[config.mk]
export PLATFORM = sky130hd
export DESIGN_NAME = pra_phase
export DESIGN_NICKNAME = d
export VERILOG_FILES = /design/src/sv/pra_pkg.sv /design/src/sv/pra_phase.sv
export SDC_FILE = /design/constraint.sdc
export NUM_CORES = 2
export LEC_CHECK = 0
export BUFFER_PORTS_ARGS = -buffer_cell sky130_fd_sc_hd__buf_2
export CAP_MARGIN = 20
export CORE_ASPECT_RATIO = 1.75
export CORE_UTILIZATION = 55
export DETAILED_ROUTE_END_ITERATION = 8
export PLACE_DENSITY = 0.73
export SYNTH_ARGS = -nofsm -noshare
export SYNTH_HDL_FRONTEND = slang
export SYNTH_SLANG_ARGS = --single-unit
[constraint.sdc]
create_clock -name clk_i -period 6.5 [get_ports clk_i]
set_input_delay 1.3 -clock clk_i [delete_from_list [all_inputs] [get_ports clk_i]]
set_output_delay 1.3 -clock clk_i [all_outputs]
set_load 0.02 [all_outputs]
[src/sv/pra_pkg.sv]
// ----------------------------------------------------------------------------
// pra_pkg: shared types and constants of the point rotation pipeline
// widths, cordic constants, arctangent table and degree-to-phase tables
// ----------------------------------------------------------------------------
package pra_pkg;

  localparam int unsigned DATA_W    = 32;  // coordinate and angle fields
  localparam int unsigned DIFF_W    = 33;  // point minus center, exact
  localparam int unsigned CORDIC_W  = 34;  // cordic x, y and z datapath
  localparam int unsigned TRIG_W    = 32;  // clamped cos and sin, q2.30
  localparam int unsigned TRIG_FRAC = 30;
  localparam int unsigned PHASE_W   = 32;  // 2^32 is one full turn
  localparam int unsigned ATAN_N    = 32;

  // 360 degrees split as 8 * 45: the factor of 8 is a shift, 45 is divided out
  localparam int unsigned PHASE_DIV   = 45;
  localparam int unsigned PHASE_ROUND = 22;  // half of 360, over 8
  localparam int unsigned QV_W        = 29;
  localparam int unsigned RV_W        = 6;
  localparam int unsigned L8_W        = 30;
  localparam int unsigned RCP2_W      = 25;

  // floor(2^30 / 45), quotient estimate at most one low for values below 2^30
  localparam logic [RCP2_W-1:0] RECIP45_Q30 = RCP2_W'((64'd1 << 30) / 64'(PHASE_DIV));

  localparam logic signed [CORDIC_W-1:0] GAIN_Q30 = 34'sh0_26DD_3B6A;
  localparam logic signed [CORDIC_W-1:0] ONE_Q30  = 34'sh0_4000_0000;

  localparam logic signed [PHASE_W-1:0] QUARTER_POS = 32'sh4000_0000;
  localparam logic signed [PHASE_W-1:0] QUARTER_NEG = 32'shC000_0000;

  localparam logic [31:0] ATAN_PHASE [ATAN_N] = '{
    32'h20000000, 32'h12E4051E, 32'h09FB385B, 32'h051111D4, 32'h028B0D43, 32'h0145D7E1,
    32'h00A2F61E, 32'h00517C55, 32'h0028BE53, 32'h00145F2F, 32'h000A2F98, 32'h000517CC,
    32'h00028BE6, 32'h000145F3, 32'h0000A2FA, 32'h0000517D, 32'h000028BE, 32'h0000145F,
    32'h00000A30, 32'h00000518, 32'h0000028C, 32'h00000146, 32'h000000A3, 32'h00000051,
    32'h00000029, 32'h00000014, 32'h0000000A, 32'h00000005, 32'h00000003, 32'h00000001,
    32'h00000001, 32'h00000000
  };

  typedef logic [PHASE_DIV-1:0][QV_W-1:0] qv_tab_t;
  typedef logic [PHASE_DIV-1:0][RV_W-1:0] rv_tab_t;

  // quotient and remainder of v * 2^29 / 45, one entry per residue v
  function automatic qv_tab_t build_qv_tab();
    qv_tab_t tab;
    for (int i = 0; i < PHASE_DIV; i++) begin
      tab[i] = QV_W'((64'(i) << 29) / 64'(PHASE_DIV));
    end
    return tab;
  endfunction

  function automatic rv_tab_t build_rv_tab();
    rv_tab_t tab;
    for (int i = 0; i < PHASE_DIV; i++) begin
      tab[i] = RV_W'((64'(i) << 29) % 64'(PHASE_DIV));
    end
    return tab;
  endfunction

  localparam qv_tab_t QV_TAB = build_qv_tab();
  localparam rv_tab_t RV_TAB = build_rv_tab();

  // offset data that rides alongside the angle path
  typedef struct packed {
    logic signed [DIFF_W-1:0] dx;
    logic signed [DIFF_W-1:0] dy;
    logic signed [DATA_W-1:0] cx;
    logic signed [DATA_W-1:0] cy;
  } side_t;

  typedef struct packed {
    logic valid;
    logic neg;
  } ctl_t;

endpackage

[src/sv/pra_phase.sv]
// ----------------------------------------------------------------------------
// pra_phase: degrees to phase conversion
// seven stage pipeline, q16.16 degrees to a folded 32-bit phase
// ----------------------------------------------------------------------------
module pra_phase import pra_pkg::*; #(
  parameter int unsigned FRAC_BITS = 16
) (
  input  logic                       clk_i,
  input  logic                       rst_ni,
  input  logic                       en_i,
  input  logic                       valid_i,
  input  logic signed [DATA_W-1:0]   angle_deg_i,
  input  side_t                      side_i,
  output ctl_t                       ctl_o,
  output logic signed [CORDIC_W-1:0] z_o,
  output side_t                      side_o
);

  localparam int unsigned HI_W  = DATA_W - FRAC_BITS;
  localparam int unsigned HU_W  = 37 - FRAC_BITS;
  localparam int unsigned RCP_W = HU_W - 5;
  localparam int unsigned PRD_W = HU_W + RCP_W;
  localparam logic [HU_W-1:0]  HI_BIAS   = HU_W'(64'(PHASE_DIV) << (31 - FRAC_BITS));
  localparam logic [RCP_W-1:0] RECIP_HI  = RCP_W'((64'd1 << HU_W) / 64'(PHASE_DIV));
  localparam int unsigned      PRD2_W    = L8_W + RCP2_W;

  // stage a: biased integer degrees
  logic                     a_valid_q;
  logic [HU_W-1:0]          a_hu_q;
  logic [FRAC_BITS-1:0]     a_lo_q;
  side_t                    a_side_q;
  logic signed [HI_W-1:0]   a_hi;
  // stage b: reciprocal product
  logic                     b_valid_q;
  logic [PRD_W-1:0]         b_prod_q;
  logic [HU_W-1:0]          b_hu_q;
  logic [FRAC_BITS-1:0]     b_lo_q;
  side_t                    b_side_q;
  // stage c: residue mod 45 and low quotient bits
  logic                     c_valid_q;
  logic [RV_W-1:0]          c_v_q;
  logic [2:0]               c_u_q;
  logic [L8_W-1:0]          c_l8_q;
  side_t                    c_side_q;
  logic [RCP_W-1:0]         c_est;
  logic [HU_W-1:0]          c_rem;
  logic [6:0]               c_rem7;
  logic                     c_fix;
  // stage d: table lookup
  logic                     d_valid_q;
  logic [QV_W-1:0]          d_qv_q;
  logic [L8_W-1:0]          d_x_q;
  logic [2:0]               d_u_q;
  side_t                    d_side_q;
  // stage e: second reciprocal product
  logic                     e_valid_q;
  logic [PRD2_W-1:0]        e_prod_q;
  logic [L8_W-1:0]          e_x_q;
  logic [QV_W-1:0]          e_qv_q;
  logic [2:0]               e_u_q;
  side_t                    e_side_q;
  // stage f: phase
  logic                     f_valid_q;
  logic [PHASE_W-1:0]       f_phase_q;
  side_t                    f_side_q;
  logic [RCP2_W-1:0]        f_est;
  logic [L8_W-1:0]          f_rem;
  logic [6:0]               f_rem7;
  logic [RCP2_W-1:0]        f_q2;
  // stage g: quadrant fold
  logic signed [PHASE_W-1:0] g_p;
  logic                      g_neg;
  logic signed [PHASE_W-1:0] g_z;
  ctl_t                      g_ctl_q;
  logic signed [CORDIC_W-1:0] g_z_q;
  side_t                     g_side_q;

  assign a_hi = angle_deg_i[DATA_W-1:FRAC_BITS];

  assign c_est  = b_prod_q[PRD_W-1:HU_W];
  assign c_rem  = b_hu_q - HU_W'(c_est) * HU_W'(PHASE_DIV);
  assign c_rem7 = c_rem[6:0];
  assign c_fix  = (c_rem7 >= 7'(PHASE_DIV));

  assign f_est  = e_prod_q[PRD2_W-1:L8_W];
  assign f_rem  = e_x_q - L8_W'(f_est) * L8_W'(PHASE_DIV);
  assign f_rem7 = f_rem[6:0];
  assign f_q2   = f_est + RCP2_W'(f_rem7 >= 7'(PHASE_DIV));

  // half a turn off when beyond a quarter turn either way
  assign g_p   = f_phase_q;
  assign g_neg = (g_p > QUARTER_POS) || (g_p < QUARTER_NEG);
  assign g_z   = g_neg ? {~g_p[PHASE_W-1], g_p[PHASE_W-2:0]} : g_p;

  always_ff @(posedge clk_i or negedge rst_ni) begin
    if (!rst_ni) begin
      a_valid_q <= 1'b0;
      b_valid_q <= 1'b0;
      c_valid_q <= 1'b0;
      d_valid_q <= 1'b0;
      e_valid_q <= 1'b0;
      f_valid_q <= 1'b0;
      g_ctl_q   <= '0;
    end else if (en_i) begin
      a_valid_q <= valid_i;
      b_valid_q <= a_valid_q;
      c_valid_q <= b_valid_q;
      d_valid_q <= c_valid_q;
      e_valid_q <= d_valid_q;
      f_valid_q <= e_valid_q;
      g_ctl_q   <= '{valid: f_valid_q, neg: g_neg};
    end
  end

  always_ff @(posedge clk_i) begin
    if (en_i) begin
      a_hu_q   <= HU_W'(a_hi) + HI_BIAS;
      a_lo_q   <= angle_deg_i[FRAC_BITS-1:0];
      a_side_q <= side_i;

      b_prod_q <= PRD_W'(a_hu_q) * PRD_W'(RECIP_HI);
      b_hu_q   <= a_hu_q;
      b_lo_q   <= a_lo_q;
      b_side_q <= a_side_q;

      c_v_q    <= c_fix ? RV_W'(c_rem7 - 7'(PHASE_DIV)) : RV_W'(c_rem7);
      c_u_q    <= c_est[2:0] + 3'(c_fix);
      c_l8_q   <= (L8_W'(b_lo_q) << (29 - FRAC_BITS)) + L8_W'(PHASE_ROUND);
      c_side_q <= b_side_q;

      d_qv_q   <= QV_TAB[c_v_q];
      d_x_q    <= c_l8_q + L8_W'(RV_TAB[c_v_q]);
      d_u_q    <= c_u_q;
      d_side_q <= c_side_q;

      e_prod_q <= PRD2_W'(d_x_q) * PRD2_W'(RECIP45_Q30);
      e_x_q    <= d_x_q;
      e_qv_q   <= d_qv_q;
      e_u_q    <= d_u_q;
      e_side_q <= d_side_q;

      f_phase_q <= {e_u_q, {QV_W{1'b0}}} + PHASE_W'(e_qv_q) + PHASE_W'(f_q2);
      f_side_q  <= e_side_q;

      g_z_q    <= CORDIC_W'(g_z);
      g_side_q <= f_side_q;
    end
  end

  assign ctl_o  = g_ctl_q;
  assign z_o    = g_z_q;
  assign side_o = g_side_q;

endmodule

# Word-level counts from Yosys, hierarchy flattened
# Memory sizes are Yosys's and may differ from the RTL's. A register that Yosys moved wholly into a read port is not among the register bits.
# Cells that the tools add are included.
# word_totals
ramBits,0
inputBits,166
out_inout_bits,166
word_cells,79
latchBits,0
mem_bits_ro,2240
ff_bits,1245
memories,2
# memory_table
memory,depth,width,read_ports,rd_ports_with_merged_regs,write_ports,line,text
(no name shown),64,29,1,1,0,pra_phase.sv:131,d_qv_q <= QV_TAB[c_v_q];
(no name shown),64,6,1,1,0,pra_phase.sv:132,d_x_q <= c_l8_q + L8_W'(RV_TAB[c_v_q]);
# op_classes
multipliers,4
shifts,0
n_div,0
reduce_logical,1
n_eq_ne,0
muxes,4
addsub,10
n_lt_le_gt_ge,5
bitwise_logic,1
# op_table
operator,n
"multiplier 30 x 25 -> 55 bit, second input constant",1
"multiplier 21 x 16 -> 37 bit, second input constant",1
adder 32 x 25 -> 32 bit,1
adder 32 x 29 -> 32 bit,1
"greater-than comparator 32 bit, second input constant",1
"< comparator 32 x 31 -> 1 bit, second input constant",1
two-way mux 32 bit,1
"adder 29 x 5 -> 30 bit, second input constant",1
adder 30 x 6 -> 30 bit,1
adder 25 x 1 -> 25 bit,1
"multiplier 25 x 6 -> 7 bit, second input constant",1
"adder 21 bit, second input constant",1
two-way mux 6 bit,3
"multiplier 16 x 6 -> 7 bit, second input constant",1
"greater-or-equal comparator 7 x 6 -> 1 bit, second input constant",2
subtractor 7 bit,2
"< comparator 6 x 7 -> 1 bit, second input constant",1
"subtractor 6 bit, second input constant",1
adder 3 x 1 -> 3 bit,1
logical OR 1 bit,1
inverter 1 bit,1

# Logic depth before layout (Yosys ltp)
# logic_depth
ltp_word,5
depth_mapped,31
mapped_depth_nobuf,31

# Least setup slack after synthesis
# OpenSTA, ideal clock, no wires.
# synth_timing
kind,register -> register
startpoint,reg d_x_q[5]
endpoint,"reg e_prod_q[52], data pin"
setup_time_ns,0.258
n_path_buf,0
setup_slack_ns,0.164
period_less_slack_ns,6.336
stages_incl_launch_ff,21
arrival_ns,6.078
t_required_ns,6.242
cell_sequence,edfxtp_1 ha_1 ha_1 inv_1 fa_1 inv_1 fa_1 fa_1 fa_1 fa_1 ha_1 and3_1 a221o_1 a21oi_1 o211ai_1 a31oi_1 a221oi_1 a41o_1 a211o_1 a21oi_1 xnor2_1
# synth_via
elab_chain_len,1
# synth_lines
item,line,text
"start, declared",pra_phase.sv:52,logic [L8_W-1:0] d_x_q;
"start signal, assigned",pra_phase.sv:132,
multiplier 30 x 25 -> 55 bit,pra_phase.sv:136,e_prod_q <= PRD2_W'(d_x_q) * PRD2_W'(RECIP45_Q30);
"end signal, assigned",pra_phase.sv:136,
"end, declared",pra_phase.sv:57,logic [PRD2_W-1:0] e_prod_q;
# No other way between the ends.
# A chain may end at the register's enable or synchronous reset.

# Worst setup path after layout
# layout_timing
startpoint,reg d_x_q[17]
endpoint,"reg e_prod_q[51], data pin"
# The elaborated chain is that of the path after synthesis.

==> flow_metrics.env <==
export IMPL_global_route_wire_length_before_repair_um=147000
export IMPL_worst_setup_path_start_kind="register"
export IMPL_max_freq_mhz=156
export IMPL_rr_worst_depth=21
export IMPL_layout_cell_share_with_drive_strength_beyond_1_pct=19.7
export IMPL_fraction_of_the_mapped_netlist_area_in_adder_cells_pct=19.4
export IMPL_setup_viol=0
export IMPL_synth_xor_xnor_area_share_pct=2.24
export IMPL_postSynthCellCount=2968
export IMPL_dominant_combinational_cell_family_by_area_after_synthesis="adder cells"
export IMPL_final_hold_violations=0
export IMPL_maximum_count_of_clock_buffers_along_a_single_path=3
export IMPL_dr_first_iter_drc_count=1484
export IMPL_synth_edf_count=1146
export IMPL_dr_total_vias=25039
export IMPL_syn_mean_instance_area_um2=17.2
export IMPL_cts_clk_slew_worst_paths_ps=80
export IMPL_cp_max_fo=4
export IMPL_skew_ps=57.8
export IMPL_synthesis_yosys_warnings=0
export IMPL_worstHoldPathType="reg -> reg"
export IMPL_drt_drc_violations_left=0
export IMPL_seq_area_frac_synth_pct=68.1
export IMPL_globalplace_congestion=0.939
export IMPL_post_synthesis_cell_area_um2=51000
export IMPL_placementRows=147
export IMPL_initial_core_util_pct=55.6
export IMPL_timing_slew_headroom_pct=21.7
export IMPL_wl_per_cell_um=20.1
export IMPL_synth_compound_gate_area_share_pct=3.72
export IMPL_route_antenna_remaining_nets=0
export IMPL_final_min_clock_period_ps=6420
export IMPL_routed_wl_um=96200
export IMPL_worst_hold_slack_ps=365
export IMPL_endpoint_kind="register"
export IMPL_place_hpwl_um=70100
export IMPL_unrepaired_setup_endpoints_after_global_routing="yes"
export IMPL_tightestPinTransition_ps=1170
export IMPL_worst_setup_path_end="e_prod_q[51]$_DFFE_PP_"
export IMPL_synth_simple_gate_area_share_pct=2.63
export IMPL_timing_max_transition_violations_final=0
export IMPL_dieWidth_um=232
export IMPL_net_count_synth=3781
export IMPL_final_min_period_over_clock_period_pct=98.7
export IMPL_detail_route_first_pass_iterations=7
export IMPL_tritoncts_num_buffers=98
export IMPL_worstPathRequired_ps=6930
export IMPL_io_pins=332
export IMPL_status="completed"
export IMPL_synthFlopType="edfxtp_1"
export IMPL_placeableCoreArea_um2=91800
export IMPL_num_nets_final=4330
export IMPL_clock_insertion_delay_worst_skew_ps=710
export IMPL_clockRootBuffer="clkbuf_16"
export IMPL_routed_via_density=5.23
export IMPL_cap_violations=0
export IMPL_post_synth_num_cell_types=77
export IMPL_cp_arrival_ps=6850
export IMPL_number_of_synthesized_register_bits=1160
export IMPL_buffer_ports_inserted=331
export IMPL_regToRegEndpoint="e_prod_q[51]$_DFFE_PP_"
export IMPL_dieArea_um2=94000
export IMPL_critical_path_class="reg -> reg"
export IMPL_cts_tree="done"
export IMPL_muxShareOfSynthArea_pct=0.591
export IMPL_cts_max_level=3
export IMPL_setup_reg_to_reg_worst_slack_ps=80
export IMPL_async_reset_ff_share_pct=0.690
export IMPL_worstReg2RegStart="d_x_q[17]$_DFFE_PP_"
export IMPL_grt_max_degree=210
export IMPL_timing_critical_path_from="d_x_q[17]$_DFFE_PP_"
export IMPL_die_height_um=405
export IMPL_initial_antenna_violation_count=8
export IMPL_clock_sinks=1160
export IMPL_globalRouteTotalUtil_pct=20.9
export IMPL_vias_in_the_first_global_route=27066
export IMPL_globalRouteOverflowTotal=0
export IMPL_area_delta_synth_final_pct=15.4
-- worst min-delay path by stage --
stage / depth (start not counted) / to / slack, ps / start
after CTS: 0 / d_x_q[15]$_DFFE_PP_ / 350 / c_l8_q[15]$_DFFE_PP_
after detailed placement: 0 / b_lo_q[3]$_DFFE_PP_ / 400 / a_lo_q[3]$_DFFE_PP_
after floorplan: 0 / d_x_q[0]$_DFFE_PP_ / 390 / register
after global placement: 0 / f_side_q[117]$_DFFE_PP_ / 400 / e_side_q[117]$_DFFE_PP_
after global routing: 0 / d_side_q[76]$_DFFE_PP_ / 360 / c_side_q[76]$_DFFE_PP_
final: 0 / d_x_q[15]$_DFFE_PP_ / 360 / c_l8_q[15]$_DFFE_PP_
-- Yosys cell counts (all sizes together) (7+ instances only) --
cell       n  area [um2]
xnor2     87         785
nor3      15        80.1
and3      17         106
o21a      10        75.1
a21oi     84         428
o21ai     59         295
edfxtp  1146       34400
dfrtp      8         200
o211ai    12        95.1
a31oi      7        58.8
ha       410        5130
nor4      10        62.6
nand2b    15        93.8
mux2i     14         140
fa       237        4740
nor2      58         218
inv      428        1610
nand4     10        62.6
nand2     66         248
a21o      37         278
xor2      38         333
and2       8        52.6
nand3     38         190
o21bai    10        75.1
buf       10        55.1
mux2      12         139
clkbuf    12        45.0
nor2b     11        68.8
-- cell usage in the layout (no fill, tap or decap), types with 11 or more instances in the layout --
| cell type | n |
|---|---|
| a21o_1 | 37 |
| a21oi_1 | 75 |
| and3_1 | 14 |
| buf_2 | 330 |
| buf_4 | 134 |
| bufinv_16 | 12 |
| clkbuf_1 | 12 |
| clkbuf_16 | 98 |
| clkinv_1 | 16 |
| clkinv_2 | 15 |
| edfxtp_1 | 1146 |
| fa_1 | 231 |
| ha_1 | 393 |
| ha_4 | 15 |
| inv_1 | 424 |
| mux2_2 | 11 |
| mux2i_1 | 14 |
| nand2_1 | 65 |
| nand2b_1 | 15 |
| nand3_1 | 38 |
| nor2_1 | 57 |
| nor2b_1 | 11 |
| nor3_1 | 14 |
| o211ai_1 | 11 |
| o21ai_0 | 47 |
| xnor2_1 | 83 |
| xor2_1 | 38 |
-- final cells by class --
cell class | instances | area, um2
sequential | 1160 | 34700
fill | 6271 | 32900
multi-input combinational | 1357 | 14900
timing repair buffer | 471 | 2780
clock buffer | 112 | 2520
inverter | 429 | 1610
tap | 1192 | 1490
clock inverter | 66 | 790
antenna | 2 | 5.00
-- worst max-delay path: stages (launching register included) --
cell,delay (ps)
edfxtp_1,510
ha_4,300
fa_1,540
inv_1,60
fa_1,530
inv_1,60
fa_1,500
fa_1,590
fa_1,490
ha_1,340
ha_1,220
a21o_1,180
a21o_1,170
a21o_1,200
a21oi_2,190
and3_4,230
a221oi_2,60
buf_4,150
a41o_4,220
a211o_1,330
buf_6,130
xor2_1,130
-- state kept, by name (all words and copies together), names as in the netlist, 16 cells and up, named ones only --
signal     cells
d_side_q     130
a_side_q     130
b_lo_q        16
d_x_q         23
z_o           32
c_side_q     130
side_o       130
f_phase_q     32
e_prod_q      31
e_side_q     130
c_l8_q        16
a_lo_q        16
f_side_q     130
a_hu_q        16
b_side_q     130
-- metrics by stage --
| stage | std cells | util, % | worst slack, ps | instance area (um2) | setup TNS, ps |
|---|---|---|---|---|---|
| 6_report | 4789 | 64.1 | 83.5 | 58900 | 0 |
| 5_1_grt | 4789 | 64.1 | -109 | 58900 | -327 |
| 4_1_cts | 4776 | 63.7 | 3.32 | 58500 | 0 |
| 3_5_place_dp | 4595 | 60.0 | -254 | 55100 | -1500 |
| 3_3_place_gp | 4595 | 60.0 | -193 | 55100 | -666 |
| 2_1_floorplan | 2968 | - | 164 | 51000 | 0 |
-- kinds of logic (layout without fill, tap and decap cells) --
kind of cell             after synthesis  count (layout)
flip-flops                          1160            1160
adder cells (fa/ha/maj)              647             647
buffers and inverters                451            1078
AO/OA/AOI/OAI                        288             288
AND/OR/NAND/NOR                      269             269
XOR/XNOR                             126             126
multiplexers                          27              27
other                                  0               2
-- layer usage --
metal / global-route usage, % / vias to the layer above / routed length [um]
met3: 4.39 / 240 / 4440
met4: 10.0 / 12 / 4460
met2: 39.9 / 582 / 54400
met1: 21.1 / 12411 / 32900
li1: - / 11794 / -
met5: 0 / - / 84
-- repair_timing --
| item | CTS | global route |
|---|---|---|
| setup endpoints to repair | 16 | 26 |
| setup buffers | 3 | 11 |
| gates cloned | 0 | 0 |
| pin swaps | 10 | 53 |
| hold buffers | 0 | 0 |
| resized for setup | 15 | 56 |
Power is not shown: default switching activity piles up to over one toggle a cycle in this logic, so the estimate is an artifact.
